## src/hdl/mi4_pkg.sv

```systemverilog
// mi4_pkg: shared types and constants for the 4x4 matrix inverse block.
// No dependencies; used by mi4_front, mi4_back and the top level.
package mi4_pkg;

    // Matrix slot queue status, front -> back
    typedef struct packed {
        logic ready;   // a loaded matrix is waiting
        logic slot;    // slot that holds the oldest loaded matrix
    } t_queue_status;

    // Back-end sequencer states
    typedef enum logic [3:0] {
        S_IDLE,
        S_ADDR,
        S_MUL,
        S_ACC,
        S_FREE,
        S_DADDR,
        S_DLOAD,
        S_DIV,
        S_DOUT
    } t_state;

    // Source of the second multiplier operand
    typedef enum logic [1:0] {
        B_ELEM,
        B_MINOR,
        B_COF
    } t_bsel;

    // Accumulate operation applied to the registered product
    typedef enum logic [2:0] {
        OP_T_SET,
        OP_T_SUB,
        OP_D_SET,
        OP_D_SUB,
        OP_D_ADD,
        OP_DET_ADD
    } t_op;

    // One step of the cofactor microprogram; row/col refer to the 3x3 minor
    typedef struct packed {
        logic [1:0] a_n;
        logic [1:0] a_k;
        logic [1:0] b_n;
        logic [1:0] b_k;
        t_bsel      b_sel;
        t_op        op;
    } t_ustep;

    localparam logic [3:0]  LAST_STEP   = 4'd9;
    localparam logic [3:0]  LAST_INDEX  = 4'd15;
    localparam int          OUT_FRAC    = 16;
    localparam logic [31:0] ONE_Q16     = 32'h0001_0000;
    localparam logic [31:0] SAT_POS     = 32'h7FFF_FFFF;
    localparam logic [31:0] SAT_NEG     = 32'h8000_0000;

endpackage

```

## src/hdl/mi4_front.sv

```systemverilog
// mi4_front: element loader and two-slot matrix queue control.
// Depends on mi4_pkg; drives the write side of the matrix RAMs.
module mi4_front #(
    parameter int ELEMENT_BITS = 16
) (
    input  logic                      i_clk,
    input  logic                      i_rst_n,
    input  logic                      push,
    output logic                      full,
    input  logic [ELEMENT_BITS-1:0]   i_element,
    input  logic                      i_free,
    output mi4_pkg::t_queue_status    o_status,
    output logic                      o_we,
    output logic [4:0]                o_waddr,
    output logic [ELEMENT_BITS-1:0]   o_wdata
);

    logic [3:0] r_count;
    logic       r_wslot;
    logic       r_rslot;
    logic [1:0] r_used;
    logic       w_take;
    logic       w_done;

    assign full   = (r_used == 2'd2);
    assign w_take = push && !full;
    assign w_done = w_take && (r_count == mi4_pkg::LAST_INDEX);

    always_ff @(posedge i_clk) begin
        if (!i_rst_n) begin
            r_count <= '0;
            r_wslot <= 1'b0;
            r_rslot <= 1'b0;
            r_used  <= '0;
        end else begin
            if (w_take) begin
                r_count <= r_count + 4'd1;
            end
            if (w_done) begin
                r_wslot <= ~r_wslot;
            end
            if (i_free) begin
                r_rslot <= ~r_rslot;
            end
            case ({w_done, i_free})
                2'b10:   r_used <= r_used + 2'd1;
                2'b01:   r_used <= r_used - 2'd1;
                default: r_used <= r_used;
            endcase
        end
    end

    assign o_status.ready = (r_used != 2'd0);
    assign o_status.slot  = r_rslot;
    assign o_we    = w_take;
    assign o_waddr = {r_wslot, r_count};
    assign o_wdata = i_element;

endmodule

```

## config.mk

```make
export PLATFORM = sky130hd
export DESIGN_NAME = mi4_front
export DESIGN_NICKNAME = d
export VERILOG_FILES = /design/src/hdl/mi4_pkg.sv /design/src/hdl/mi4_front.sv
export SDC_FILE = /design/constraint.sdc
export NUM_CORES = 1
export LEC_CHECK = 0
export ABC_AREA = 1
export BUFFER_PORTS_ARGS = -buffer_cell sky130_fd_sc_hd__buf_2
export CORE_MARGIN = 8
export CORE_UTILIZATION = 37
export CTS_CLUSTER_DIAMETER = 120
export DETAILED_ROUTE_END_ITERATION = 6
export PLACE_DENSITY_LB_ADDON = 0.15
export SETUP_SLACK_MARGIN = 0.3
export SLEW_MARGIN = 20
export SYNTH_ARGS = -nofsm -noshare
export SYNTH_HDL_FRONTEND = slang
export SYNTH_SLANG_ARGS = --single-unit
```

## constraint.sdc

```tcl
create_clock -name i_clk -period 1.7 [get_ports i_clk]
set_input_delay 0.17 -clock i_clk [delete_from_list [all_inputs] [get_ports i_clk]]
set_output_delay 0.17 -clock i_clk [all_outputs]
set_load 0.01 [all_outputs]
```

# Yosys cells after proc, flatten, opt, wreduce, memory -nomap -nowiden

Index checks and enable logic that the tools add are counted.

Bitwise gates (word level): 2
Eq/ne operators: 4
Reduce and logical (&&, ||, !) cells: 5
Mux-type cells: 1
$add $sub $neg: 3

Operators with widths:

| operator                                                           | count |
|---|---|
| 4-bit by 1-bit adder with 4-bit output, second input constant      | 1 |
| 2-bit == test, second input constant                               | 2 |
| 4-bit == test, second input constant                               | 1 |
| 2-bit one-hot mux with 2 select lines                              | 1 |
| 2-bit nonzero test                                                 | 2 |
| 2-bit by 1-bit adder with 2-bit output, second input constant      | 1 |
| 2-bit by 1-bit == test with 1-bit output, second input constant    | 1 |
| 1-bit logical AND                                                  | 2 |
| 1-bit NOT                                                          | 2 |
| 2-bit by 1-bit subtractor with 2-bit output, second input constant | 1 |
| 1-bit logical NOT                                                  | 1 |

Input bits: 20
Register bits: 8
Output and inout port bits: 25

# Longest topological paths before layout

Word-level depth: 6
Gate-level depth with buffers: 11
Depth with buffers taken out: 11

# Worst setup path before layout

No wires, ideal clock.

Path type: register to register
Start: reg r_count[0]
End: reg r_used[1]
Data arrival time: 1.395 ns
Slack: 0.189 ns
Period minus slack after synthesis: 1.511 ns
Cell stages (with the launch flop): 10
Data required time: 1.585 ns
Library setup time: 0.115 ns
Cell sequence: dfxtp_1 ha_1 nand3_1 nor2_4 inv_1 ha_1 inv_1 nand4_1 nand2_1 nor2_1

Cells in the longest elaborated chain, start to end: 4

Ends and longest elaborated chain:

| element                                                                     | line            | text |
|---|---|---|
| start: declaration                                                          | mi4_front.sv:18 | `logic [3:0] r_count;` |
| start signal: assignment                                                    | mi4_front.sv:37 | `r_count <= r_count + 4'd1;` |
| 4-bit == test (*)                                                           | mi4_front.sv:27 | `assign w_done = w_take && (r_count == mi4_pkg::LAST_INDEX);` |
| 1-bit logical AND (*)                                                       | mi4_front.sv:27 |  |
| 2-bit by 1-bit == test with 1-bit output or 2-bit == test (tied branches)   | mi4_front.sv:45 | `case ({w_done, i_free})` |
| 2-bit one-hot mux with 2 select lines or 2-bit nonzero test (tied branches) | --              |  |
| end signal: assignment                                                      | mi4_front.sv:46 | `2'b10: r_used <= r_used + 2'd1;` |
| end signal: assignment                                                      | mi4_front.sv:47 | `2'b01: r_used <= r_used - 2'd1;` |
| end signal: assignment                                                      | mi4_front.sv:48 | `default: r_used <= r_used;` |
| end: declaration                                                            | mi4_front.sv:21 | `logic [1:0] r_used;` |

Every way passes the cells marked *; elsewhere a longest branch is shown, timed or not.
A chain may end at the register's enable or synchronous reset.

# Worst setup path in the final report

Same ends and word-level chain as after synthesis.

==> flow_metrics.tcl <==
set metrics [dict create \
    synth_area_leaders "dfxtp_1 (29%), buf_4 (25%), nor2_1 (8.2%), inv_1 (6.2%), nand2_1 (6.2%)" \
    dr_total_vias 449 \
    asyncSetResetFlopFracSynth 0 \
    cp.required_ns 1.84 \
    overflow 0 \
    finalInstanceArea_um2 618.1 \
    syn_nets 98 \
    die_w_um 54.53 \
    slew_headroom 0.8581 \
    syn_area_um2 549.3 \
    period_share 0.8114 \
    grt_busiest_layer "met2" \
    cp-startpoint "r_count[0]" \
    synth-seq-area-share 0.2916 \
    path_class "reg2reg" \
    post-dp-hpwl_um 819 \
    critPathCaptureType "flop" \
    regArea_um2 170.2 \
    ys_warn_count 0 \
    clockRootBuffer "clkbuf_4" \
    grt_pass1_wl_um 1662 \
    nFillCells 167 \
    use_met2 0.1126 \
    min_path_type "in2reg" \
    syn_inst 76 \
    viasPerCell 4.677 \
    grt_pass1_vias 399 \
    cts_tree "yes" \
    io_pins 45 \
    die_h_um 54.53 \
    pwr_density_cell_nw_per_um2 749.4 \
    synth_edf_count 0 \
    clk_pin_slew_ns 0.06 \
    ys.flop_type "dfxtp_1" \
    synth_top_area_cell "dfxtp_1" \
    synth_common_cells "buf_4 (18), nor2_1 (12), inv_1 (9), nand2_1 (9), dfxtp_1 (8)" \
    final_nets 104 \
    h-tree-depth 1 \
    synth-seq-cells 8 \
    clk_latency_ns 0.25 \
    port_buffers 12 \
    cts_made_buffers 3 \
    setup_tns_ns 0 \
    use_met1 0.08141 \
    setup_viol_count_final 0 \
    yosysMostFrequentCell "buf_4" \
    rsz0062_at_grt "true" \
    grt_usage 0.07550 \
    die_area_um2 2974 \
    wl_um 1099 \
    fin_util 0.4251 \
    routabilityCongestion 0.7107 \
    cts_buffer_depth 2 \
    power.leakage_nw 0.3086 \
    antenna_found_initial 0 \
    drive_gt1_frac 0.4625 \
    clock-sinks 8 \
    detailed_place.area_um2 514.2 \
    p_total_uw 463.2 \
    grt_max_degree 9 \
    initial_utilization 0.3778 \
    core_area_um2 1454 \
    worstMarginPinSlew_ns 0.2126 \
    hp-start "i_free" \
    hold_ws_ns 0.1694 \
    antenna_cells 0 \
    cts_hold_buf 0 \
    postRouteAntennaNets 0 \
    hold_viol 0 \
    met3_usage 0.06250 \
    cp-start-kind "flop" \
    period_needed_ns 1.379 \
    multiInputGateArea_um2 255.2 \
    vdd_ir_drop_max_mv 0.4287 \
    fmax_ghz 0.7250 \
    syn_avg_cell_area_um2 7.227 \
    crit_arrival_ns 1.52 \
    skew_ns 0.001577 \
    cp_max_fo 4 \
    max-cap-violations 0 \
    drc 0 \
    status "finished, final reports clean" \
    num_rows 14 \
    wl_per_cell_um 11.45 \
    ys_types 17 \
    drt_iter0_drc 0 \
    timing.rr.start "r_count[0]" \
    final_max_slew_viol_count 0 \
    synth_top_area_share 0.2916 \
    areaGrowthSynthToFinish_pct 12.53 \
    drtPass1Iterations 1 \
]
[power by group]
| part | total [mW] | internal [mW] | switching [mW] |
|---|---|---|---|
| Sequential | 0.213 | 0.200 | 0.0132 |
| Clock | 0.147 | 0.0809 | 0.0660 |
| Combinational | 0.103 | 0.0486 | 0.0542 |
[metal layers]
layer | vias to the layer above | routed length [um]
met4 | 0 | 0
met2 | 17 | 522
met3 | 0 | 130
met1 | 202 | 446
li1 | 230 | -
met5 | - | 0
[final timing paths]
| kind | slack (ns) | depth (start not counted) | end |
|---|---|---|---|
| worst max-delay path | 0.32 | 9 | r_used[1] |
| worst min-delay path | 0.17 | 3 | r_rslot |
| worst max register to register | 0.32 | 9 | r_used[1] |
| worst min register to register | 0.49 | 2 | r_rslot |
[through the flow]
step                      instances  setup slack, ns
after floorplan                  76           0.3018
after global placement           86           0.2739
after detailed placement         86           0.2647
after CTS                        92           0.3053
after global routing             96           0.2580
final                            96           0.3206
[logic make-up after synthesis]
logic type,after synthesis,share of synthesized area
simple gates,30,0.2460
compound gates,8,0.1025
buf+inv,28,0.3143
fa+ha+maj,2,0.04555
flops,8,0.2916
[layout by cell type (no fill, tap or decap), types with 2 or more instances in the layout]
master and n:
nor2_1 12, buf_2 12, nand2_1 9, inv_1 8, buf_4 7, dfxtp_1 4, nand3_1 3, o21ai_0 3
clkbuf_4 3, inv_2 2, nand2_4 2, a21oi_2 2, dfxtp_4 2, dfxtp_2 2
[worst max-delay path, stage by stage, from the launching register on]
cell and delay (ns):
dfxtp_4 0.36, ha_4 0.15, nand3_4 0.09, nor2_4 0.09, inv_1 0.04, ha_1 0.27
inv_2 0.08, nand4_1 0.09, nand2_1 0.07, nor2_1 0.04
[sequential cells by signal (all words and copies together) (netlist names)]
register and cells:
r_used 2, r_wslot 1, r_count 4, r_rslot 1
[what timing repair did]
| action | in CTS | in global routing |
|---|---|---|
| resized for setup | 2 | 7 |
| pin swaps | 1 | 0 |
| setup endpoints to repair | 2 | 2 |
| buffers inserted | 3 | 4 |
[area by class of cell]
type,instances,area share
inverters,10,0.06073
well taps,16,0.03239
multi-input cells,40,0.4130
repair buffers,19,0.1822
clock buffers,3,0.03644
flip-flops and latches,8,0.2753
Note: power is estimated with default switching activity, not from simulation.
