File: config.mk
export PLATFORM = sky130hd
export DESIGN_NAME = mi4_ram
export DESIGN_NICKNAME = d
export VERILOG_FILES = /design/src/hdl/mi4_ram.sv
export SDC_FILE = /design/constraint.sdc
export NUM_CORES = 1
export LEC_CHECK = 0
export ABC_AREA = 1
export BUFFER_PORTS_ARGS = -buffer_cell sky130_fd_sc_hd__clkbuf_2
export CAP_MARGIN = 20
export CORE_UTILIZATION = 34
export CTS_BUF_LIST = sky130_fd_sc_hd__clkbuf_4 sky130_fd_sc_hd__clkbuf_8
export DETAILED_ROUTE_END_ITERATION = 6
export GPL_ROUTABILITY_DRIVEN = 1
export PLACE_DENSITY = 0.49
export SETUP_SLACK_MARGIN = 0.3
export SKIP_LAST_GASP = 1
export SLEW_MARGIN = 20
export SYNTH_ARGS = -nofsm -noshare
export SYNTH_HDL_FRONTEND = slang
export SYNTH_SLANG_ARGS = --single-unit
File: constraint.sdc
create_clock -name i_clk -period 2.2 [get_ports i_clk]
set_input_delay 0.33 -clock i_clk [delete_from_list [all_inputs] [get_ports i_clk]]
set_output_delay 0.33 -clock i_clk [all_outputs]
set_load 0.02 [all_outputs]
File: src/hdl/mi4_ram.sv
// mi4_ram: generic single-write, single-read RAM with registered read data.
// No dependencies.
module mi4_ram #(
    parameter int WIDTH = 16,
    parameter int DEPTH = 32
) (
    input  logic                     i_clk,
    input  logic                     i_we,
    input  logic [$clog2(DEPTH)-1:0] i_waddr,
    input  logic [WIDTH-1:0]         i_wdata,
    input  logic [$clog2(DEPTH)-1:0] i_raddr,
    output logic [WIDTH-1:0]         o_rdata
);

    logic [WIDTH-1:0] r_mem [DEPTH];
    logic [WIDTH-1:0] r_rdata;

    always_ff @(posedge i_clk) begin
        if (i_we) begin
            r_mem[i_waddr] <= i_wdata;
        end
        r_rdata <= r_mem[i_raddr];
    end

    assign o_rdata = r_rdata;

endmodule

; Word level (Yosys, flattened, before mapping)
; Memory sizes are Yosys's and may differ from the RTL's. A register that Yosys moved wholly into a read port is not among the register bits.
; Index checks and enable logic that the tools add are counted.
[op_classes]
mux = 2
[ops]
columns = cell, n
row1 = $mux 1, 2
[totals]
ram_bits = 512
reg_bits = 0
elab_cells = 3
mem_count = 1
output_inout_bits = 16
[mem_list]
columns = name, words, width, rd, rd_ports_with_merged_regs, write_ports, line_no
row1 = r_mem, 32, 16, 1, 1, 1, 15  ; logic [WIDTH-1:0] r_mem [DEPTH];

; Depth between registers and ports, before layout
; Gate-level depths: netlist of run 1.
[logic_depth]
depth_word = 2
depth_mapped = 12

; Worst setup path after synthesis of run 1
; No wires, ideal clock.
[synth_path]
path_type = input to register
from = input i_waddr[0]
to = memory r_mem[0][0] (enable)
setup_ns = 0.388
required_time_ns = 1.812
t_arrival_ns = 1.324
path_slack_ns = 0.487
n_path_buf = 0
path_stages = 3
cell_sequence = inv_1 -> nand3_1 -> nor2_1
[synth_rtl]
columns = element, line_no
row1 = from (decl), 9  ; input logic [$clog2(DEPTH)-1:0] i_waddr,
row2 = to (decl), 15
; No word-level cell before the write port.

; Worst setup path after layout of run 1
[layout_path]
from = register r_rdata[4] (netlist: o_rdata[4]), read port of r_mem
to = output o_rdata[4]
[layout_rtl]
columns = element, line_no
row1 = from (decl), 16  ; logic [WIDTH-1:0] r_rdata;
row2 = to (decl), 12  ; output logic [WIDTH-1:0] o_rdata
; No word-level cell between the ends.

==> results of run 1 <==
==> kinds of logic after synthesis <==
group                  count (synthesis)  share of synthesized area, %
DFF                                  528                          73.7
and+or+nand+nor                     1148                          22.6
buffers and inverters                118                          3.77
==> area by class of cell <==
cell class	count	area, µm²
Sequential cell	528	15700
Antenna cell	1	2.50
Fill cell	5942	37100
Multi-Input combinational cell	1148	4860
Tap cell	837	1050
Timing Repair Buffer	116	1310
Clock inverter	33	200
Clock buffer	123	1540
Inverter	10	47.5
==> cell usage after synthesis <==
cell type	count
nor2_1	32
buf_4	28
buf_12	1
nand2_1	720
clkbuf_1	19
nand3_1	396
inv_1	8
buf_2	33
buf_8	1
inv_6	1
dfxtp_1	16
edfxtp_1	512
inv_2	1
buf_1	2
buf_6	24
==> stage by stage <==
stage | hold slack (ns) | total power (µW) | worst slack [ns] | instances | util [%]
after floorplan | 0.429 | 12200 | 0.487 | 1794 | -
after global placement | 0.745 | 12900 | 0.152 | 2639 | 37.1
after detailed placement | 0.748 | 12900 | 0.143 | 2639 | 37.1
after CTS | 0.209 | 21500 | 0.377 | 2795 | 40.0
after global routing | 0.241 | 22100 | 0.399 | 2796 | 40.0
final | 0.265 | 21300 | 0.463 | 2796 | 40.0
==> routing by layer <==
metal / track usage [%] / wire, µm
met4: 5.82 / 1400
met1: 26.5 / 27000
met2: 30.2 / 27900
met3: 4.74 / 4190
met5: 0 / 47
==> where the power goes <==
group,total [µW],internal [µW],switching (µW)
registers,11200,11200,57.7
logic,1420,385,1040
clock network,8620,4720,3900
total,21300,16300,4990
==> cells in the final DEF (no fill, tap or decap), drive strengths merged <==
cell      count
clkbuf      164
clkinv       28
nand3       396
clkinvlp      3
nor2         32
inv          10
dfxtp        16
edfxtp      512
bufinv        2
diode         1
nand2       720
buf          75
==> how the worst max path moves through the flow <==
stage                        startpoint                     to  slack, ns
floorplan                    i_waddr[0]  r_mem[0][0]$_DFFE_PP_       0.49
global placement             i_raddr[4]    o_rdata[13]$_DFF_P_       0.15
detailed placement           i_raddr[4]    o_rdata[13]$_DFF_P_       0.14
CTS                 o_rdata[15]$_DFF_P_            o_rdata[15]       0.38
global route         o_rdata[4]$_DFF_P_             o_rdata[4]       0.40
finish               o_rdata[4]$_DFF_P_             o_rdata[4]       0.46
==> sequential cells by signal, indices dropped and copies added, names as in the netlist <==
name and count:
r_mem 512, o_rdata 16
==> flow_metrics.env, run 1 <==
export IMPL_status="finished clean"
export IMPL_synth_area_leaders="edfxtp_1 72%, nand2_1 13%, nand3_1 9.3%"
export IMPL_slowest_stage="dfxtp_1"
export IMPL_period_needed_ns=1.74
export IMPL_core_um2=61800
export IMPL_finalSetupViolations=0
export IMPL_min_from="i_raddr[3]"
export IMPL_drtIter0Drc=1155
export IMPL_die_x_um=252
export IMPL_dr_pass1_iters=5
export IMPL_cts_hold_buf=0
export IMPL_rsz0062_at_grt="no"
export IMPL_core_rowCount=91
export IMPL_critPathMaxStageDelay_ns=0.47
export IMPL_drc=0
export IMPL_vias=13800
export IMPL_hold_class="input pin to flip-flop"
export IMPL_grt_max_degree=63
export IMPL_tns_ns=0
export IMPL_r2r_slack_ns=0.91
export IMPL_antenna_found_initial=5
export IMPL_clkLatencyLatePin_ns=0.68
export IMPL_synth_area_um2=21300
export IMPL_hpwlAfterDp_um=32900
export IMPL_clkTransAtPathRegs_ns=0.06
export IMPL_critical_path_endpoint_type="primary output"
export IMPL_cts_max_level=3
export IMPL_r2r_start="r_mem[5][12]$_DFFE_PP_"
export IMPL_leakage_uw=0.00907
export IMPL_holdPathStages=6
export IMPL_start_util_pct=34.5
export IMPL_numPortBuffers=43
export IMPL_io_pins=44
export IMPL_critPathKind="flip-flop to primary output"
export IMPL_ys_seq_area_share_pct=73.7
export IMPL_finalHoldViolCount=0
export IMPL_clock_sinks=528
export IMPL_hold_path_endpoint="o_rdata[15]$_DFF_P_"
export IMPL_totalWireLength_um=60500
export IMPL_routed_via_density=4.93
export IMPL_final_nets=1921
export IMPL_r2r_end="o_rdata[12]$_DFF_P_"
export IMPL_path_depth=1
export IMPL_grt_pass1_wl_um=89400
export IMPL_critPathTopFamily="flip-flops"
export IMPL_grtUsageTotal_pct=19.3
export IMPL_fmax_mhz=576
export IMPL_crit_buf_inv=1
export IMPL_worstPathArrival_ns=1.41
export IMPL_fin_crit_sh_pct=79.0
export IMPL_synth_area_leader_cell="edfxtp_1"
export IMPL_root_buffer="clkbuf_8"
export IMPL_die_y_um=252
export IMPL_die_area_um2=63700
export IMPL_postCtsSetupRepairBufs=0
export IMPL_fin_area_um2=24700
export IMPL_synth_cell_type_count=15
export IMPL_placed_area_um2=23000
export IMPL_max_slew_worst_pin_slew_ns=0.853
export IMPL_path_cells="clkbuf_2"
export IMPL_crit_required_ns=1.87
export IMPL_cts_buffer_depth=3
export IMPL_vdd_drop_max_mv=0.510
export IMPL_yosys_warnings=0
export IMPL_final_max_slew_violation_count=0
export IMPL_post_cts_resized=0
export IMPL_wl_per_cell_um=21.7
export IMPL_yosysTopAreaCellShare_pct=72.2
export IMPL_ant_nets=0
export IMPL_p_per_area_nw_per_um2=862
export IMPL_slew_headroom_pct=43.2
export IMPL_rr_worst_depth=8
export IMPL_critPathMaxFanout=1
export IMPL_grt_pass1_vias=13500
export IMPL_syn_avg_cell_area_um2=11.9
export IMPL_cts_tree="built"
export IMPL_drv_cap=0
export IMPL_areaGrowthSynthToFinish_pct=16.0
export IMPL_gp_congestion=0.771
export IMPL_start_kind="flip-flop"
export IMPL_syn_inst=1794
export IMPL_synth_seq_cells=528
export IMPL_grt_overflow_total=0
export IMPL_syn_nets=1822
export IMPL_clock_skew_ns=0.0247
export IMPL_layout_drive_gt1_share_pct=14.4
export IMPL_cts_buffers=89
Power figures use the tool's default switching activity.
==> inputs of run 2 (changes only) <==
ABC_AREA = 0   (was 1)
PLACE_DENSITY = 0.5   (was 0.49)
clock period = 1.75 ns   (was 2.2 ns; I/O delays follow)
==> run 2 against run 1 <==
- the flow now finishes with violations (DRC)
- routed wire length shrank 15%
- core utilization grew 2.7 points
- non-clock buffer count grew 89
- sequential share of layout area shrank 1.4 points
- critical endpoint is now o_rdata[6]
- die area shrank 3.6%
- combinational power grew 29%
- largest power group unchanged
- setup slack lost 0.16 ns
- clock power grew 31%
- power grew 28%
- register-to-register slack lost 0.56 ns
- cell area grew 2.4%
- largest cell class unchanged
==> flow_metrics.env, run 2 <==
export IMPL_gp_congestion=0.783
export IMPL_final_nets=1402
export IMPL_async_flop_share_pct=0
export IMPL_syn_avg_cell_area_um2=18.0
export IMPL_p_per_area_nw_per_um2=1080
export IMPL_leakage_uw=0.00901
export IMPL_grt_busiest_layer="met2"
export IMPL_critPathKind="flip-flop to primary output"
export IMPL_synth_area_leader_cell="edfxtp_1"
export IMPL_fin_crit_sh_pct=82.6
export IMPL_drtIter0Drc=763
export IMPL_die_area_um2=61400
export IMPL_p_sw_share_pct=22.0
export IMPL_cts_hold_buf=0
export IMPL_tns_ns=0
export IMPL_fin_area_um2=25300
export IMPL_ant_nets=0
export IMPL_synth_area_leaders="edfxtp_1 75%, mux2i_1 12%, a22oi_1 2.3%"
export IMPL_drc=6
export IMPL_root_buffer="clkbuf_8"
export IMPL_cts_buffer_depth=3
export IMPL_layout_drive_gt1_share_pct=28.8
export IMPL_start_util_pct=34.6
export IMPL_critPathTopFamily="flip-flops"
export IMPL_period_needed_ns=1.45
export IMPL_vdd_drop_max_mv=0.524
export IMPL_finalSetupViolations=0
export IMPL_drv_cap=0
export IMPL_rsz0062_at_grt="yes"
export IMPL_clkLatencyLatePin_ns=0.68
export IMPL_synth_ff_type="edfxtp_1"
export IMPL_status="complete, but fails checks"
export IMPL_crit_required_ns=1.49
export IMPL_largest_reg_flops=512
export IMPL_clock_skew_ns=0.0256
export IMPL_hold_class="input pin to flip-flop"
export IMPL_synth_commonest_cells="512 x edfxtp_1, 256 x mux2i_1, 64 x a22oi_1"
export IMPL_gr_usage_met3_pct=3.85
export IMPL_fmax_mhz=691
export IMPL_totalWireLength_um=51700
export IMPL_areaGrowthSynthToFinish_pct=23.2
export IMPL_wl_per_cell_um=23.3
export IMPL_yosys_warnings=0
export IMPL_critPathMaxStageDelay_ns=0.39
export IMPL_grt_max_degree=33
export IMPL_ys_seq_area_share_pct=76.4
export IMPL_crit_buf_inv=1
export IMPL_critical_path_endpoint_type="primary output"
export IMPL_synth_cell_type_count=26
export IMPL_slowest_stage="dfxtp_4"
export IMPL_hpwlAfterDp_um=32300
export IMPL_vias=11000
export IMPL_postCtsSetupRepairBufs=0
export IMPL_slew_headroom_pct=52.0
export IMPL_grtUsageMet1_pct=24.6
export IMPL_layout_common_cells="512 x edfxtp_1, 256 x mux2i_1, 113 x buf_4, 100 x clkbuf_8, 64 x a22oi_1"
export IMPL_synth_area_um2=20500
export IMPL_core_um2=59400
export IMPL_final_max_slew_violation_count=0
export IMPL_grt_overflow_total=0
export IMPL_routed_via_density=4.98
export IMPL_die_x_um=248
export IMPL_finalHoldViolCount=0
export IMPL_clock_sinks=528
export IMPL_worstPathArrival_ns=1.18
export IMPL_dr_pass1_iters=7
export IMPL_pwr_share_clk_pct=41.5
export IMPL_cts_max_level=3
export IMPL_start_kind="flip-flop"
export IMPL_cts_buffers=91
export IMPL_synth_seq_cells=528
export IMPL_yosysTopAreaCellShare_pct=74.9
export IMPL_numPortBuffers=43
export IMPL_critPathMaxFanout=1
export IMPL_p_int_uw=21300
export IMPL_antenna_found_initial=1
export IMPL_synth_edf_count=512
export IMPL_placed_area_um2=23200
export IMPL_core_rowCount=89
export IMPL_synth_most_common_cell="edfxtp_1"
export IMPL_io_pins=44
export IMPL_final_common_cell="edfxtp_1"
export IMPL_violations="DRC"
export IMPL_diodes=0
export IMPL_switching_power_uw=6020
export IMPL_syn_nets=1171
export IMPL_regMostFlops="r_mem"
export IMPL_power_uw=27300
export IMPL_grt_pass1_vias=11300
export IMPL_die_y_um=248
export IMPL_path_cells="buf_8"
export IMPL_grtUsageTotal_pct=17.2
export IMPL_use_met2_pct=26.6
export IMPL_syn_inst=1143
export IMPL_clkTransAtPathRegs_ns=0.06
export IMPL_fin_hold_ws_ns=0.0988
export IMPL_seqPwrFrac_pct=51.8
export IMPL_pwr_share_comb_pct=6.7
export IMPL_max_slew_worst_pin_slew_ns=0.719
export IMPL_cts_tree="built"
export IMPL_grt_pass1_wl_um=75900
==> run 2: cell types whose count changed after synthesis, moves of 9 or more <==
cell,change
nand4_1,+16
mux2i_1,+256
buf_4,-9
a22oi_1,+64
a21oi_1,+32
a31oi_1,+16
a22o_1,+32
nand2_1,-687
nor3_1,+16
buf_6,-18
nand3_1,-362
buf_2,-14
==> run 2: stage by stage <==
step	cells	setup slack [ns]	utilization, %
floorplan	1143	0.0977	-
global placement	2054	-0.336	39.1
detailed placement	2054	-0.352	39.1
CTS	2213	0.200	42.5
global route	2213	0.243	42.6
finish	2213	0.304	42.6
==> run 2: cell type report <==
cell class	instances	area, µm²
Clock buffer	132	1610
Clock inverter	27	239
Fill cell	5268	34000
Multi-Input combinational cell	548	4550
Sequential cell	528	15700
Tap cell	773	967
Timing Repair Buffer	205	2210
==> run 2: timing repair <==
action	4_1_cts	5_1_grt
endpoints found under the setup margin	19	22
gates resized for setup	53	23
hold endpoints to repair	0	0
pin swaps	0	1
==> run 2: final timing paths <==
path | start | to | slack [ns] | depth (start not counted)
hold reg to reg | r_mem[10][12]$_DFFE_PP_ | o_rdata[12]$_DFF_P_ | 0.61 | 4
hold / removal | i_raddr[4] | o_rdata[3]$_DFF_P_ | 0.1 | 4
setup / recovery | o_rdata[6]$_DFF_P_ | o_rdata[6] | 0.30 | 1
setup reg to reg | r_mem[7][13]$_DFFE_PP_ | o_rdata[13]$_DFF_P_ | 0.35 | 5
==> run 2: kinds of logic (layout without fill, tap and decap cells) <==
kind of cell	count (synthesis)	count (layout)	synth area share [%]
muxes	256	256	12.5
and+or+nand+nor	148	148	3.49
buffers and inverters	67	364	2.63
AOI/OAI and AO/OA	144	144	4.97
DFF	528	528	76.4
==> run 2: power by group through the flow <==
stage	registers, µW	logic (µW)	clock network (µW)
6_report	14200	1830	11300
5_1_grt	14200	1950	12200
4_1_cts	14200	1810	11600
3_5_place_dp	14400	1730	0
3_3_place_gp	14400	1720	0
2_1_floorplan	14400	819	0
==> run 2: layer usage <==
| layer | vias to the layer above | wire length (µm) | part of all wire, % |
|---|---|---|---|
| li1 | 5038 | - | - |
| met1 | 5684 | 25000 | 48 |
| met2 | 224 | 23700 | 46 |
| met3 | 66 | 2220 | 4.3 |
| met4 | 2 | 741 | 1.4 |
| met5 | - | 13 | 0.025 |
