### config.mk
export PLATFORM = sky130hd
export DESIGN_NAME = mi4_back
export DESIGN_NICKNAME = d
export VERILOG_FILES = /design/src/hdl/mi4_pkg.sv /design/src/hdl/mi4_ram.sv /design/src/hdl/mi4_back.sv
export SDC_FILE = /design/constraint.sdc
export NUM_CORES = 2
export LEC_CHECK = 0
export CORE_MARGIN = 2
export CORE_UTILIZATION = 45
export DETAILED_ROUTE_END_ITERATION = 12
export DONT_BUFFER_PORTS = 1
export SLEW_MARGIN = 10
export SYNTH_ARGS = -nofsm -noshare
export SYNTH_HDL_FRONTEND = slang
export SYNTH_SLANG_ARGS = --single-unit
### constraint.sdc
create_clock -name i_clk -period 17.85 [get_ports i_clk]
set_clock_uncertainty 0.05 [all_clocks]
set_input_delay 2.6775 -clock i_clk [delete_from_list [all_inputs] [get_ports i_clk]]
set_output_delay 2.6775 -clock i_clk [all_outputs]
set_load 0.1 [all_outputs]
### src/hdl/mi4_pkg.sv
// mi4_pkg: shared types and constants for the 4x4 matrix inverse block.
// No dependencies; used by mi4_front, mi4_back and the top level.
package mi4_pkg;

    // Matrix slot queue status, front -> back
    typedef struct packed {
        logic ready;   // a loaded matrix is waiting
        logic slot;    // slot that holds the oldest loaded matrix
    } t_queue_status;

    // Back-end sequencer states
    typedef enum logic [3:0] {
        S_IDLE,
        S_ADDR,
        S_MUL,
        S_ACC,
        S_FREE,
        S_DADDR,
        S_DLOAD,
        S_DIV,
        S_DOUT
    } t_state;

    // Source of the second multiplier operand
    typedef enum logic [1:0] {
        B_ELEM,
        B_MINOR,
        B_COF
    } t_bsel;

    // Accumulate operation applied to the registered product
    typedef enum logic [2:0] {
        OP_T_SET,
        OP_T_SUB,
        OP_D_SET,
        OP_D_SUB,
        OP_D_ADD,
        OP_DET_ADD
    } t_op;

    // One step of the cofactor microprogram; row/col refer to the 3x3 minor
    typedef struct packed {
        logic [1:0] a_n;
        logic [1:0] a_k;
        logic [1:0] b_n;
        logic [1:0] b_k;
        t_bsel      b_sel;
        t_op        op;
    } t_ustep;

    localparam logic [3:0]  LAST_STEP   = 4'd9;
    localparam logic [3:0]  LAST_INDEX  = 4'd15;
    localparam int          OUT_FRAC    = 16;
    localparam logic [31:0] ONE_Q16     = 32'h0001_0000;
    localparam logic [31:0] SAT_POS     = 32'h7FFF_FFFF;
    localparam logic [31:0] SAT_NEG     = 32'h8000_0000;

endpackage

### src/hdl/mi4_ram.sv
// mi4_ram: generic single-write, single-read RAM with registered read data.
// No dependencies.
module mi4_ram #(
    parameter int WIDTH = 16,
    parameter int DEPTH = 32
) (
    input  logic                     i_clk,
    input  logic                     i_we,
    input  logic [$clog2(DEPTH)-1:0] i_waddr,
    input  logic [WIDTH-1:0]         i_wdata,
    input  logic [$clog2(DEPTH)-1:0] i_raddr,
    output logic [WIDTH-1:0]         o_rdata
);

    logic [WIDTH-1:0] r_mem [DEPTH];
    logic [WIDTH-1:0] r_rdata;

    always_ff @(posedge i_clk) begin
        if (i_we) begin
            r_mem[i_waddr] <= i_wdata;
        end
        r_rdata <= r_mem[i_raddr];
    end

    assign o_rdata = r_rdata;

endmodule

### src/hdl/mi4_back.sv
// mi4_back: cofactor/determinant sequencer, restoring divider and result register.
// Depends on mi4_pkg and mi4_ram (cofactor store).
module mi4_back #(
    parameter int ELEMENT_BITS  = 16,
    parameter int FRACTION_BITS = 8
) (
    input  logic                     i_clk,
    input  logic                     i_rst_n,
    input  mi4_pkg::t_queue_status   i_status,
    output logic                     o_free,
    output logic [4:0]               o_raddr_a,
    output logic [4:0]               o_raddr_b,
    input  logic [ELEMENT_BITS-1:0]  i_rdata_a,
    input  logic [ELEMENT_BITS-1:0]  i_rdata_b,
    output logic                     empty,
    input  logic                     pop,
    output logic [31:0]              o_value,
    output logic                     o_singular,
    output logic                     o_last
);

    localparam int E    = ELEMENT_BITS;
    localparam int TW   = 2 * E + 1;        // 2x2 minor
    localparam int CW   = 3 * E + 3;        // cofactor
    localparam int PW   = 4 * E + 3;        // product
    localparam int DETW = 4 * E + 5;        // determinant
    localparam int SHW  = FRACTION_BITS + mi4_pkg::OUT_FRAC;
    localparam int NUMW = CW + SHW;

    mi4_pkg::t_state r_state, n_state;

    logic [1:0]  r_r, r_c;
    logic [3:0]  r_step;
    logic        r_slot;
    logic signed [PW-1:0]   r_prod;
    logic signed [TW-1:0]   r_t;
    logic signed [CW-1:0]   r_d;
    logic signed [DETW-1:0] r_det;
    logic [DETW-1:0]        r_dv;
    logic        r_det_neg, r_det_zero;
    logic [3:0]  r_s;
    logic [DETW-1:0] r_rem;
    logic [31:0] r_lo, r_q;
    logic [4:0]  r_bit;
    logic        r_neg, r_ovf;
    logic        r_ovalid, r_singular, r_last;
    logic [31:0] r_value;

    mi4_pkg::t_ustep w_u;
    logic [1:0]  w_row_a, w_col_a, w_row_b, w_col_b;
    logic signed [E-1:0]  w_a;
    logic signed [CW-1:0] w_b;
    logic signed [PW-1:0] w_prod;
    logic signed [CW-1:0] w_cof;
    logic        w_cof_we;
    logic        w_last_cof;
    logic        w_skip;
    logic [CW-1:0] w_cof_rd;
    logic        w_cof_neg;
    logic [CW-1:0] w_cof_abs;
    logic [NUMW-1:0] w_num;
    logic        w_ovf;
    logic [DETW:0] w_rem_sh;
    logic        w_ge;
    logic        w_out_free;
    logic [31:0] w_result;

    function automatic mi4_pkg::t_ustep f_ustep(input logic [3:0] step);
        mi4_pkg::t_ustep u;
        u = '{a_n: 2'd1, a_k: 2'd1, b_n: 2'd2, b_k: 2'd2,
              b_sel: mi4_pkg::B_ELEM, op: mi4_pkg::OP_T_SET};
        case (step)
            4'd0: u = '{2'd1, 2'd1, 2'd2, 2'd2, mi4_pkg::B_ELEM,  mi4_pkg::OP_T_SET};
            4'd1: u = '{2'd1, 2'd2, 2'd2, 2'd1, mi4_pkg::B_ELEM,  mi4_pkg::OP_T_SUB};
            4'd2: u = '{2'd0, 2'd0, 2'd0, 2'd0, mi4_pkg::B_MINOR, mi4_pkg::OP_D_SET};
            4'd3: u = '{2'd1, 2'd0, 2'd2, 2'd2, mi4_pkg::B_ELEM,  mi4_pkg::OP_T_SET};
            4'd4: u = '{2'd1, 2'd2, 2'd2, 2'd0, mi4_pkg::B_ELEM,  mi4_pkg::OP_T_SUB};
            4'd5: u = '{2'd0, 2'd1, 2'd0, 2'd0, mi4_pkg::B_MINOR, mi4_pkg::OP_D_SUB};
            4'd6: u = '{2'd1, 2'd0, 2'd2, 2'd1, mi4_pkg::B_ELEM,  mi4_pkg::OP_T_SET};
            4'd7: u = '{2'd1, 2'd1, 2'd2, 2'd0, mi4_pkg::B_ELEM,  mi4_pkg::OP_T_SUB};
            4'd8: u = '{2'd0, 2'd2, 2'd0, 2'd0, mi4_pkg::B_MINOR, mi4_pkg::OP_D_ADD};
            4'd9: u = '{2'd0, 2'd0, 2'd0, 2'd0, mi4_pkg::B_COF,   mi4_pkg::OP_DET_ADD};
            default: u = '{2'd0, 2'd0, 2'd0, 2'd0, mi4_pkg::B_COF, mi4_pkg::OP_DET_ADD};
        endcase
        return u;
    endfunction

    // minor index n -> full index, skipping the deleted row/column
    function automatic logic [1:0] f_skip(input logic [1:0] n, input logic [1:0] del);
        return (n < del) ? n : n + 2'd1;
    endfunction

    assign w_u        = f_ustep(r_step);
    assign w_last_cof = (r_r == 2'd3) && (r_c == 2'd3);
    assign w_skip     = (w_u.op == mi4_pkg::OP_DET_ADD) && (r_c != 2'd0);

    always_comb begin
        if (w_u.op == mi4_pkg::OP_DET_ADD) begin
            w_row_a = r_r;
            w_col_a = 2'd0;
        end else begin
            w_row_a = f_skip(w_u.a_n, r_r);
            w_col_a = f_skip(w_u.a_k, r_c);
        end
        w_row_b = f_skip(w_u.b_n, r_r);
        w_col_b = f_skip(w_u.b_k, r_c);
    end

    assign w_cof = (r_r[0] ^ r_c[0]) ? -r_d : r_d;
    assign w_a   = $signed(i_rdata_a);

    always_comb begin
        case (w_u.b_sel)
            mi4_pkg::B_ELEM:  w_b = CW'($signed(i_rdata_b));
            mi4_pkg::B_MINOR: w_b = CW'(r_t);
            mi4_pkg::B_COF:   w_b = w_cof;
            default:          w_b = w_cof;
        endcase
    end

    assign w_prod = PW'(w_a) * PW'(w_b);

    // cofactor store, written in storage order r*4+c, read transposed
    mi4_ram #(.WIDTH(CW), .DEPTH(16)) u_cof_ram (
        .i_clk   (i_clk),
        .i_we    (w_cof_we),
        .i_waddr ({r_r, r_c}),
        .i_wdata (w_cof),
        .i_raddr ({r_s[1:0], r_s[3:2]}),
        .o_rdata (w_cof_rd)
    );

    // divider front: |cof| << (F+16), overflow when the high part reaches |det|
    assign w_cof_neg = w_cof_rd[CW-1];
    assign w_cof_abs = w_cof_neg ? (~w_cof_rd + CW'(1)) : w_cof_rd;
    assign w_num     = {w_cof_abs, SHW'(0)};
    assign w_ovf     = DETW'(w_num[NUMW-1:32]) >= r_dv;
    assign w_rem_sh  = {r_rem, r_lo[31]};
    assign w_ge      = w_rem_sh >= {1'b0, r_dv};

    always_comb begin
        if (r_det_zero) begin
            w_result = (r_s[3:2] == r_s[1:0]) ? mi4_pkg::ONE_Q16 : 32'd0;
        end else if (r_ovf) begin
            w_result = r_neg ? mi4_pkg::SAT_NEG : mi4_pkg::SAT_POS;
        end else if (r_neg) begin
            w_result = (r_q > mi4_pkg::SAT_NEG) ? mi4_pkg::SAT_NEG : (32'd0 - r_q);
        end else begin
            w_result = r_q[31] ? mi4_pkg::SAT_POS : r_q;
        end
    end

    assign w_out_free = !r_ovalid || pop;

    // next state
    always_comb begin
        n_state = r_state;
        case (r_state)
            mi4_pkg::S_IDLE:  if (i_status.ready) n_state = mi4_pkg::S_ADDR;
            mi4_pkg::S_ADDR: begin
                if (w_skip) begin
                    n_state = w_last_cof ? mi4_pkg::S_FREE : mi4_pkg::S_ADDR;
                end else begin
                    n_state = mi4_pkg::S_MUL;
                end
            end
            mi4_pkg::S_MUL:   n_state = mi4_pkg::S_ACC;
            mi4_pkg::S_ACC: begin
                if (w_u.op == mi4_pkg::OP_DET_ADD && w_last_cof) begin
                    n_state = mi4_pkg::S_FREE;
                end else begin
                    n_state = mi4_pkg::S_ADDR;
                end
            end
            mi4_pkg::S_FREE:  n_state = mi4_pkg::S_DADDR;
            mi4_pkg::S_DADDR: n_state = mi4_pkg::S_DLOAD;
            mi4_pkg::S_DLOAD: begin
                n_state = (r_det_zero || w_ovf) ? mi4_pkg::S_DOUT : mi4_pkg::S_DIV;
            end
            mi4_pkg::S_DIV:   if (r_bit == 5'd0) n_state = mi4_pkg::S_DOUT;
            mi4_pkg::S_DOUT: begin
                if (w_out_free) begin
                    n_state = (r_s == mi4_pkg::LAST_INDEX) ? mi4_pkg::S_IDLE
                                                           : mi4_pkg::S_DADDR;
                end
            end
            default:          n_state = mi4_pkg::S_IDLE;
        endcase
    end

    // control outputs
    always_comb begin
        o_free    = 1'b0;
        w_cof_we  = 1'b0;
        o_raddr_a = {r_slot, w_row_a, w_col_a};
        o_raddr_b = {r_slot, w_row_b, w_col_b};
        case (r_state)
            mi4_pkg::S_ADDR: w_cof_we = (w_u.op == mi4_pkg::OP_DET_ADD);
            mi4_pkg::S_FREE: o_free   = 1'b1;
            default: begin
                o_free   = 1'b0;
                w_cof_we = 1'b0;
            end
        endcase
    end

    always_ff @(posedge i_clk) begin
        if (!i_rst_n) begin
            r_state <= mi4_pkg::S_IDLE;
        end else begin
            r_state <= n_state;
        end
    end

    // datapath
    always_ff @(posedge i_clk) begin
        case (r_state)
            mi4_pkg::S_IDLE: begin
                r_r    <= '0;
                r_c    <= '0;
                r_step <= '0;
                r_det  <= '0;
                r_slot <= i_status.slot;
            end
            mi4_pkg::S_ADDR: begin
                if (w_skip) begin
                    r_step     <= '0;
                    {r_r, r_c} <= {r_r, r_c} + 4'd1;
                end
            end
            mi4_pkg::S_MUL: r_prod <= w_prod;
            mi4_pkg::S_ACC: begin
                case (w_u.op)
                    mi4_pkg::OP_T_SET:   r_t   <= TW'(r_prod);
                    mi4_pkg::OP_T_SUB:   r_t   <= r_t - TW'(r_prod);
                    mi4_pkg::OP_D_SET:   r_d   <= CW'(r_prod);
                    mi4_pkg::OP_D_SUB:   r_d   <= r_d - CW'(r_prod);
                    mi4_pkg::OP_D_ADD:   r_d   <= r_d + CW'(r_prod);
                    mi4_pkg::OP_DET_ADD: r_det <= r_det + DETW'(r_prod);
                    default:             r_t   <= r_t;
                endcase
                if (r_step == mi4_pkg::LAST_STEP) begin
                    r_step     <= '0;
                    {r_r, r_c} <= {r_r, r_c} + 4'd1;
                end else begin
                    r_step <= r_step + 4'd1;
                end
            end
            mi4_pkg::S_FREE: begin
                r_dv       <= r_det[DETW-1] ? DETW'(-r_det) : DETW'(r_det);
                r_det_neg  <= r_det[DETW-1];
                r_det_zero <= (r_det == '0);
                r_s        <= '0;
            end
            mi4_pkg::S_DLOAD: begin
                r_neg <= w_cof_neg ^ r_det_neg;
                r_ovf <= w_ovf;
                r_rem <= DETW'(w_num[NUMW-1:32]);
                r_lo  <= w_num[31:0];
                r_q   <= '0;
                r_bit <= 5'd31;
            end
            mi4_pkg::S_DIV: begin
                r_rem <= w_ge ? DETW'(w_rem_sh - {1'b0, r_dv}) : DETW'(w_rem_sh);
                r_lo  <= {r_lo[30:0], 1'b0};
                r_q   <= {r_q[30:0], w_ge};
                r_bit <= r_bit - 5'd1;
            end
            mi4_pkg::S_DOUT: begin
                if (w_out_free) begin
                    r_s <= r_s + 4'd1;
                end
            end
            default: r_s <= r_s;
        endcase
    end

    // result register
    always_ff @(posedge i_clk) begin
        if (!i_rst_n) begin
            r_ovalid <= 1'b0;
        end else if (r_state == mi4_pkg::S_DOUT && w_out_free) begin
            r_ovalid <= 1'b1;
        end else if (pop) begin
            r_ovalid <= 1'b0;
        end
        if (r_state == mi4_pkg::S_DOUT && w_out_free) begin
            r_value    <= w_result;
            r_singular <= r_det_zero;
            r_last     <= (r_s == mi4_pkg::LAST_INDEX);
        end
    end

    assign empty      = !r_ovalid;
    assign o_value    = r_value;
    assign o_singular = r_singular;
    assign o_last     = r_last;

endmodule

Word level (Yosys, flattened, before mapping)
Memory sizes are Yosys's and may differ from the RTL's. A register that Yosys moved wholly into a read port is not among the register bits.
Cells that the tools add are included.
{ "word_totals": {"ff_bits": 483, "ramBits": 816, "rom_bits": 176, "in_bits": 37, "output_inout_bits": 46, "mem_count": 2} }
{ "mem_list": {"columns": ["name", "words", "width", "rd", "rd_clocked_by_memory_dff", "write_ports", "line", "text"], "rows": [
  ["u_cof_ram.r_mem", 16, 51, 1, 1, 1, "mi4_ram.sv:15", "logic [WIDTH-1:0] r_mem [DEPTH];"],
  ["(name not given)", 16, 11, 1, 1, 0, "mi4_back.sv:72", "case (step)"]
]} }
{ "classes": {"add_sub_neg": 17, "multipliers": 1, "n_lt_le_gt_ge": 7, "eq_ne": 25, "n_mux": 53, "bitwise_logic": 3, "n_reduce_logical": 27} }
{ "ops": {"columns": ["op", "n"], "rows": [
  ["$pmux 69 s2", 2],
  ["$mux 32", 5],
  ["$pmux 51 s3", 1],
  ["$mux 69", 2],
  ["$pmux 32 s2", 2],
  ["$mux 51", 2],
  ["$pmux 51 s2", 1],
  ["$ge 70x69->1", 1],
  ["$add 69x67->69", 1],
  ["$ge 43x69->1", 1],
  ["$logic_not 69->1", 1],
  ["$neg 69->69", 1],
  ["$sub 69x69->69", 1],
  ["$mux 68", 1],
  ["$mul 16x51->67", 1],
  ["$pmux 33 s2", 1],
  ["$add 51x1->51 const B", 1],
  ["$add 51x51->51", 1],
  ["$neg 51->51", 1],
  ["$not 51->51", 1],
  ["$sub 51x51->51", 1],
  ["$pmux 4 s9", 1],
  ["$sub 33x33->33", 1],
  ["$gt 32x32->1 const B", 1],
  ["38 further kinds", 101]
]} }

Logic depth before layout (Yosys ltp)
{ "depth": {"depth_word": 7, "ltp_mapped": 37, "mapped_depth_nobuf": 35} }

Cells and area by module
From an unflattened synthesis, not the netlist that was laid out.
{ "unflattened": {"cells_unflattened": 8772, "hier_area_um2": 97165.7} }
{ "modules_own_cells": {"columns": ["module", "n_inst", "cells_per_inst", "area_per_inst_um2", "seq_area_each_um2"], "rows": [
  ["mi4_back", 1, 7452, 65554.1, 13933.4],
  ["mi4_ram", 1, 1320, 31611.6, 25524.5]
]} }

Worst setup path before layout
No wires, ideal clock.
{ "synth_timing": {"path_kind": "register to output", "start": "reg r_state[3]", "end": "out o_free", "arrival_time_ns": 7.512, "t_required_ns": 15.122, "slack_ns": 7.610, "stages_incl_launch_ff": 4, "path_cell_list": "dfxtp_1 clkbuf_1 nand2b_1 nor3_1"} }
{ "synth_via": {"elab_chain_len": 2} }
{ "synth_lines": {"columns": ["element", "line", "text"], "rows": [
  ["start: declaration", "mi4_back.sv:30", "mi4_pkg::t_state r_state, n_state;"],
  ["start signal: assignment", "mi4_back.sv:209", "r_state <= mi4_pkg::S_IDLE;"],
  ["start signal: assignment", "mi4_back.sv:211", "r_state <= n_state;"],
  ["$eq 4x3->1", "mi4_back.sv:197", "case (r_state)"],
  ["$mux 1", "mi4_back.sv:197", null],
  ["end: declaration", "mi4_back.sv:10", "output logic o_free,"]
]} }
Every way passes these cells.

Worst setup path after layout
{ "layout_timing": {"start": "reg r_d[2]", "end": "reg r_prod[59] (data pin)"} }
{ "layout_via": {"elab_chain_len": 4} }
{ "layout_lines": {"columns": ["element", "line", "text"], "rows": [
  ["start: declaration", "mi4_back.sv:37", "logic signed [CW-1:0] r_d;"],
  ["start signal: assignment", "mi4_back.sv:236", "mi4_pkg::OP_D_SET: r_d <= CW'(r_prod);"],
  ["start signal: assignment", "mi4_back.sv:237", "mi4_pkg::OP_D_SUB: r_d <= r_d - CW'(r_prod);"],
  ["start signal: assignment", "mi4_back.sv:238", "mi4_pkg::OP_D_ADD: r_d <= r_d + CW'(r_prod);"],
  ["$neg 51->51", "mi4_back.sv:109", "assign w_cof = (r_r[0] ^ r_c[0]) ? -r_d : r_d;"],
  ["$mux 51", "mi4_back.sv:109", null],
  ["via u_cof_ram.i_wdata[45]", "mi4_ram.sv:10", "input logic [WIDTH-1:0] i_wdata,"],
  ["$pmux 51 s2", "mi4_back.sv:113", "case (w_u.b_sel)"],
  ["$mul 16x51->67", "mi4_back.sv:121", "assign w_prod = PW'(w_a) * PW'(w_b);"],
  ["via w_prod[59]", "mi4_back.sv:53", "logic signed [PW-1:0] w_prod;"],
  ["end signal: assignment", "mi4_back.sv:231", "mi4_pkg::S_MUL: r_prod <= w_prod;"],
  ["end: declaration", "mi4_back.sv:35", "logic signed [PW-1:0] r_prod;"]
]} }
The timed path passes the listed nets, and every way through them passes these cells.
A chain may end at the register's enable or synchronous reset.

==> impl_metrics.py <==
metrics = {
    "timing": {
        "finalMaxSlewViolations": 0,
        "fin_crit_sh_pct": 61.0,
        "setup_viol": 0,
        "tightest_slew_ns": 1.27,
        "rsz0062_at_grt": "false",
        "fmax_mhz": 91.9,
        "fin_tns_setup_ns": 0,
        "period_minus_slack_ns": 10.89,
        "slew-limit-headroom_pct": 14.3,
        "final_hold_viol_count": 0,
    },
    "worst_setup_path": {
        "worstSetupEndpointType": "register",
        "path_class": "reg2reg",
        "cp.arrival_ns": 11.39,
        "cp_slowest_stage_delay_ns": 0.88,
        "crit_path_top_delay_cell": "xor2_2",
        "crit_buf_inv": 4,
        "cp.required_ns": 18.35,
        "start_kind": "register",
        "timing.rr.start": "r_d[2]",
        "startpoint": "r_d[2]",
        "cpMostUsedCell": "fa_1",
        "cp_max_fo": 17,
        "path_delay_family": "simple AND/OR/NAND/NOR gates",
    },
    "logic_synthesis": {
        "synth_most_common_cell": "edfxtp_1",
        "synth.avg_cell_area_um2": 11.2,
        "ys_types": 87,
        "synth_cells": 8578,
        "syn_area_um2": 96200,
        "synth_nets": 9808,
        "async_reset_ff_share_pct": 0,
        "synth.ff_latch_count": 1336,
        "synth_edf_count": 1270,
        "yosys-top-cells-area": "edfxtp_1 (40%), fa_1 (16%), mux4_2 (6.0%), ha_1 (5.7%), inv_1 (4.2%)",
        "ys.flop_type": "edfxtp_1",
        "yosysWarnings": 0,
        "synth_commonest_cells": "edfxtp_1 (1270), inv_1 (1085), nand2_1 (808), fa_1 (756), nor2_1 (544)",
        "ys_seq_area_share_pct": 41.0,
        "synth.largest_area_cell": "edfxtp_1",
        "yosysTopAreaCellShare_pct": 39.6,
    },
    "cells_and_area": {
        "area_delta_synth_final_pct": 8.53,
        "drive_gt1_share_pct": 8.15,
        "nFillCells": 18905,
        "layout.nets": 9716,
    },
    "clock_network": {
        "post_cts.repair.setup_buffers": 0,
        "clock_latency_ns": 0.82,
        "cts_resized": 0,
        "clockBufferDepth": 3,
        "clockRootBuffer": "clkbuf_16",
        "cts-htree-levels": 4,
        "cts_buffers": 140,
        "cts_tree": "yes",
        "clk_pin_slew_ns": 0.06,
        "holdBufCountCts": 0,
        "clkSinkCount": 1336,
    },
    "drt": {
        "vias": 65909,
        "drt-total-wl_um": 270000,
        "drt_first_pass_iters": 6,
        "post_drt_wl_per_cell_um": 23.6,
        "vias_per_cell": 5.77,
        "ant_nets": 0,
        "drtIter0Drc": 6395,
        "drcViolationCount": 0,
    },
    "floorplan": {
        "start_util_pct": 45.3,
        "die_h_um": 466,
        "fp.dieW_um": 466,
        "pin_count": 83,
        "fp.coreArea_um2": 212000,
        "num_rows": 169,
        "dieArea_um2": 218000,
    },
    "grt": {
        "grt_overflow": 0,
        "grt_pass1_vias": 67203,
        "grt_use_total_pct": 24.9,
        "grt_pass1_wl_um": 414000,
        "grt_max_degree": 89,
        "antenna_found_initial": 8,
    },
    "placement": {
        "dp_hpwl_um": 194000,
        "finalWeightedCongestion": 0.931,
        "port_buffers": 0,
    },
    "outcome": {
        "status": "completed",
    },
    "job": {
        "cap_violations": 0,
    },
    "worst_hold_path": {
        "min-delay-start": "r_lo[26]",
        "holdCritPathClass": "reg2reg",
    },
}
[metal layers]
layer / share of wire (%) / wire length [um] / global-route usage (%) / vias up
met5: 0.015 / 41 / 0 / -
met4: 2.4 / 6430 / 6.11 / 6
met3: 7.6 / 20500 / 4.18 / 360
met2: 46 / 124000 / 39.4 / 2480
met1: 44 / 119000 / 35.8 / 33447
li1: - / - / - / 29616
[final timing paths]
kind | slack [ns] | end | depth (start not counted)
setup reg to reg | 6.96 | r_prod[59] | 30
setup / recovery | 6.96 | r_prod[59] | 30
hold / removal | 0.47 | r_lo[27] | 2
hold reg to reg | 0.47 | r_lo[27] | 2
[cells by family (layout without fill, tap and decap cells)]
kind of cell | count (synthesis) | after routing | share of synthesized area, %
AO/OA/AOI/OAI | 1458 | 1458 | 9.61
other | 0 | 4 | 0
adder cells (fa/ha/maj) | 1193 | 1193 | 21.4
AND/OR/NAND/NOR | 2369 | 2369 | 11.7
XOR/XNOR | 478 | 478 | 4.35
buffers and inverters | 1472 | 1497 | 5.77
multiplexers | 272 | 272 | 6.15
flip-flops | 1336 | 1336 | 41.0
[worst reg2reg max path, delay by kind of cell (launching register included)]
family,cells,cell delay (ns)
xor gates and xnor gates,2,0.95
adders and majority gates,7,3.36
DFF,1,0.49
AOI/OAI and AO/OA,5,1.95
and+or+nand+nor,12,3.58
buffers and inverters,4,0.25
[registers in the layout (all words and copies together) (netlist names), 2 cells and up]
name,count
r_dv,69
r_lo,8
r_q,32
r_r,2
r_prod,67
r_rem,69
r_d,51
u_cof_ram.o_rdata,51
r_c,2
r_det,69
r_s,4
r_state,4
r_bit,5
u_cof_ram.r_mem,816
o_value,32
r_step,4
r_t,33
w_u,10
[final cells by class]
type | instances | area (um^2) | area share, %
tap | 2821 | 3530 | 3.38
clock inverter | 78 | 968 | 0.927
inverter | 1087 | 4080 | 3.91
sequential | 1336 | 39500 | 37.8
timing repair buffer | 151 | 1190 | 1.14
antenna | 4 | 10.0 | 0.00958
multi-input combinational | 5770 | 51500 | 49.3
clock buffer | 181 | 3690 | 3.53
[layout by cell type, fill, tap and decap left out, types with 53 or more instances in the layout]
cell type / netlist / layout
xnor2_1: 328 / 325
edfxtp_1: 1270 / 1270
nor2_1: 544 / 528
mux4_2: 255 / 255
fa_1: 756 / 756
a31oi_1: 110 / 110
a21o_1: 200 / 199
nand2b_1: 63 / 63
nor2b_1: 68 / 68
nand4_1: 53 / 53
dfxtp_1: 66 / 63
buf_4: 3 / 148
a21oi_1: 424 / 423
nand2_1: 808 / 805
inv_1: 1085 / 1085
o21ai_0: 310 / 292
o31ai_1: 64 / 64
nor3_1: 109 / 101
xor2_1: 150 / 143
clkbuf_16: 0 / 141
ha_1: 437 / 437
a211oi_1: 63 / 62
and2_1: 338 / 337
nand3_1: 159 / 158
[stage by stage]
stage	std cells	hold WS, ns	setup WS [ns]	area (um^2)	util (%)
global placement	11165	0.451	6.96	99800	47.0
finish	11428	0.474	6.96	104000	49.2
CTS	11424	0.478	6.97	104000	49.2
floorplan	8578	0.374	7.61	96200	-
global route	11426	0.503	6.33	104000	49.2
detailed placement	11165	0.463	6.90	99800	47.0
Power is left out: the tool's default activity adds up to more than one toggle a clock period on the data nets, which glitch-free logic cannot reach.
